<file path="src/vnacc_ram.sv">
// Generic simple dual-port RAM: one write port, one read port with registered data.
// No dependencies.
`default_nettype none
module vnacc_ram #(
    parameter int WIDTH = 8,
    parameter int DEPTH = 16
) (
    input  wire logic                     clk,
    input  wire logic                     we,
    input  wire logic [$clog2(DEPTH)-1:0] waddr,
    input  wire logic [WIDTH-1:0]         wdata,
    input  wire logic                     re,
    input  wire logic [$clog2(DEPTH)-1:0] raddr,
    output logic      [WIDTH-1:0]         rdata
);
    logic [WIDTH-1:0] mem [DEPTH];

    always_ff @(posedge clk) begin
        if (we) begin
            mem[waddr] <= wdata;
        end
        if (re) begin
            rdata <= mem[raddr];
        end
    end
endmodule
`default_nettype wire

</file>
<file path="config.mk">
export PLATFORM = sky130hd
export DESIGN_NAME = vnacc_ram
export DESIGN_NICKNAME = d
export VERILOG_FILES = /design/src/vnacc_ram.sv
export SDC_FILE = /design/constraint.sdc
export NUM_CORES = 1
export LEC_CHECK = 0
export ABC_AREA = 1
export BUFFER_PORTS_ARGS = -buffer_cell sky130_fd_sc_hd__buf_2
export CAP_MARGIN = 15
export CORE_MARGIN = 2
export CORE_UTILIZATION = 55
export CTS_CLUSTER_DIAMETER = 30
export CTS_CLUSTER_SIZE = 25
export DETAILED_ROUTE_END_ITERATION = 7
export PLACE_DENSITY = 0.8
export SLEW_MARGIN = 10
export SYNTH_ARGS = -nofsm -noshare
export SYNTH_HDL_FRONTEND = slang
export SYNTH_SLANG_ARGS = --single-unit
</file>
<file path="constraint.sdc">
create_clock -name clk -period 1.64 [get_ports clk]
set_input_delay 0.328 -clock clk [delete_from_list [all_inputs] [get_ports clk]]
set_output_delay 0.328 -clock clk [all_outputs]
set_load 0.01 [all_outputs]
</file>
# --- After elaboration in Yosys (flattened, before gate mapping) ---
# Memories as Yosys holds them, arrays and structs flattened. A register that Yosys moved wholly into a read port is not among the register bits.
# Index checks and enable logic that the tools add are counted.
word_totals:
  memories: 1
  out_inout_bits: 8
  mem_bits_rw: 128
  register_bits: 0
memory_table:
  columns: ["memory", "words", "word_bits", "read_ports", "rd_ports_with_merged_regs", "wr", "line_no", "text"]
  rows:
  - ["mem", 16, 8, 1, 1, 1, "16", "logic [WIDTH-1:0] mem [DEPTH];"]
classes:
  n_mux: 2
op_table:
  columns: ["operator", "n"]
  rows:
  - ["2-to-1 mux 1 bit", 2]

# --- Logic depth before layout (Yosys ltp) ---
depth:
  depth_word: 2
  depth_mapped: 8
  depth_no_buf: 7

# --- Least setup slack after synthesis ---
# Ideal clock, no wire load.
synth_timing:
  path_type: "input-to-reg"
  start: "input port waddr[2]"
  end: "memory mem[10][0], enable pin"
  setup_ns: 0.370
  path_buffers: 0
  slack_ns: 0.361
  cell_stages: 2
  t_arrival_ns: 0.909
  cell_sequence: "nand3b_1 -> nor2_1"
synth_lines:
  columns: ["element", "line_no", "text"]
  rows:
  - ["start, declared", "10", "input wire logic [$clog2(DEPTH)-1:0] waddr,"]
  - ["end, declared", "16", null]
# Straight into the memory's write port.

# --- Final worst setup path ---
layout_timing:
  start: "register rdata[2] (read register of mem)"
  end: "output port rdata[2]"
layout_lines:
  columns: ["element", "line_no", "text"]
  rows:
  - ["start, declared", "14", "output logic [WIDTH-1:0] rdata"]
# No word-level cell between the ends.

==> impl_results.md <==
* Num CTS Buffers at 17
* Net Sw Frac at 0.208
* Most common flop cell mapped by yosys: edfxtp_1
* Mapped Area at 0.00585 mm2
* Max stage delay cell, worst path: edfxtp_1
* TritonCTS clock tree: done
* Synth cell count leaders: nand2_1, edfxtp_1, inv_1
* Die H at 107 um
* DRT Wirelength at ~13 mm
* Yosys Warn Count at 0
* Tot Pwr at 8.43 mW
* Crit path largest cell delay at between 0.4 and 0.5 ns
* Routability cong. at 0.931
* Global-route wire length before repair at 20.7 mm
* Worst skew pair latency at 0.53 ns
* RSZ-0062 raised after global routing: false
* Multi-input gate area at approximately 0.0012 mm2
* Post-CTS setup buffers at 0
* Tmin final at 1.44 ns
* Finished Layout Cells at about 750
* Starting Density at 0.566
* Pre-CTS WS at 0.0391 ns
* Reg2reg setup slack at ~0.42 ns
* Layout filler cell count at about 750
* Cell depth of the worst setup path at 1
* Syn_area_per_cell at 10.6 um2
* Final slew viol count at 0
* Number of enable flip-flop cells after synthesis at 136
* Via count at 4034
* Global Route Usage Sum at 0.249
* Synth Area in Adders at 0
* Hold Crit Class: in2reg
* Placed cells at 714
* Fin area at approximately 0.0068 mm2
* Endpoints failing setup at 0
* Total grt overflow at 0
* FF/Latch Area at 0.00408 mm2
* Clock transition at path regs at ~0.060 ns
* Worst clock skew at roughly 0.0097 ns
* Clock Tree Root: clkbuf_8
* CP Capture Type: output pin
* Comb pwr share at 0.058
* Int Power at 6.68 mW
* Synthesized Nets at 570
* Routed Antenna Nets at 0
* # clock sinks at 136
* Leak pwr at just under 3 nW
* Drt drc at 0
* Critical path buffer and inverter count at 1
* Mapped Cells at about 550
* Slew HR at 0.599
* Power share of the clock group at 0.474
* Drt pass-1 iters at 5
* Flops & latches, synth at 136
* Core area at 0.0103 mm2
* Maximum number of pins on one net before global-route repair at 33
* Post-synth ARST share at 0
* Post-synthesis compound-gate area fraction at 0
* Most common cell in the netlist: nand2_1
* Layout cells sized above 1 at 0.133
* Worst Setup SP: rdata[2]
* Top-area cell type share of the netlist area at 0.698
* Port buffer count at 26
* Sequential power share at 0.468
* Worst setup path class: reg2out
* Wire per inst at 17.7 um
* Hold path start: re
* Mux cell area share after synthesis at 0
* Dpl cell area at 0.00621 mm2
* Final worst slack at 0.195 ns
* Crit path launch type: register
* H-tree depth at 4
* FF-to-FF End: rdata[3]
* P_sw at 1.76 mW
* Register area share after synthesis at 0.698
* Row cnt at 37
* Worst EP required at 1.31 ns
* Initial antenna violation count at 0
* Reg2reg start: mem[14][3]
* Hold buffer count at CTS at 0
* Synth area leaders: edfxtp_1, nand2_1, nand3_1
* XOR/XNOR share of the synthesized area at 0
* Final-report hold violation count at 0
* Critical-path cell list: buf_2
* Diodes inserted at 0
* Ports at 27
* Pwr per Cell Area at 1230 mW/mm2
* MaxCap Viol Count at 0
* R2R cell count at 6
* Fmax at 692 MHz
* HPWL after detailed placement at 8.00 mm
* Crit path to: rdata[2]
* Simple-gate area share of the yosys netlist at 0.208
* Total negative slack at 0 ns
* Worst Tran Pin Value at 0.600 ns
* Area Overhead vs Synth at 16.8%
* Fin nets at slightly above 600
* Max VDD drop at roughly 0.95 mV
* Largest area contributor in the netlist: edfxtp_1
* Largest family of logic cells by synthesized area: simple AND/OR/NAND/NOR gates
* Vias in the first global route at 3958
* CP arrival at around 1.1 ns
* Chip Width at 107 um
* CTS Buffer Depth at 2
* DR iter-0 viols at 357
* Die ar. at 0.0115 mm2
* Post-cts sizing count at 0
* Status: finished, final reports clean
* Synth cell types at 11
* Cell family with most CP delay: flip-flops
* Max FO, Critical Path at 1
* Final period util at 0.881
* Via-to-Cell Ratio at 5.41
-- cells by family (layout without fill, tap and decap cells) --
kind of cell           count (synthesis)  in the layout
and+or+nand+nor                      289            289
DFF                                  136            136
buffers and inverters                126            185
-- metal layers --
metal | share of wire | GRT usage | vias to the layer above
met2 | 0.49 | 0.398 | 211
met3 | 0.10 | 0.0547 | 31
met1 | 0.38 | 0.327 | 1918
met4 | 0.029 | 0.111 | 0
li1 | - | - | 1874
met5 | 0 | 0 | -
-- final cells by class --
class,count,area share
clock buffers,19,0.0617
clock inverters,13,0.0297
inverters,102,0.0561
multi-input cells,289,0.178
flip-flops and latches,136,0.598
well taps,136,0.0249
repair buffers,51,0.0520
-- state kept, by name (all words and copies together) (netlist names) --
| signal | count |
|---|---|
| mem | 128 |
| rdata | 8 |
-- metrics by stage --
| step | utilization | hold WS, ns |
|---|---|---|
| floorplan | - | 0.427 |
| global placement | 0.601 | 0.705 |
| detailed placement | 0.601 | 0.712 |
| CTS | 0.662 | 0.169 |
| global route | 0.662 | 0.175 |
| finish | 0.662 | 0.180 |
-- layout by cell type, fill, tap and decap left out, drive strengths merged --
master,n
nand3b,2
nand3,97
nor2,17
nand2,173
clkbuf,19
clkinv,5
buf,51
clkinvlp,3
edfxtp,136
bufinv,5
inv,102
-- worst min path at each step --
stage                     slack, ns   endpoint  cells after the start
after detailed placement       0.71   rdata[5]                      1
final                          0.18   rdata[5]                      1
after global placement         0.71   rdata[5]                      1
after floorplan                0.43  mem[0][0]                      0
after CTS                      0.17   rdata[6]                      1
after global routing           0.17   rdata[6]                      1
-- power by group through the flow --
| stage | sequential, mW | clock (mW) | combinational, mW |
|---|---|---|---|
| after floorplan | 4.01 | 0 | 0.275 |
| after global placement | 4.01 | 0 | 0.466 |
| after detailed placement | 4.01 | 0 | 0.480 |
| after CTS | 3.94 | 4.02 | 0.490 |
| after global routing | 3.95 | 4.17 | 0.542 |
| final | 3.94 | 4.00 | 0.493 |
-- worst register-to-register path, stage by stage (launching register included) --
cell      delay [ns]
edfxtp_1        0.38
inv_1           0.07
nand2_1         0.05
nand3_1         0.07
nand3_1         0.15
nand3_1         0.18
nand2_1         0.07
(Power assumes the default switching activity.)
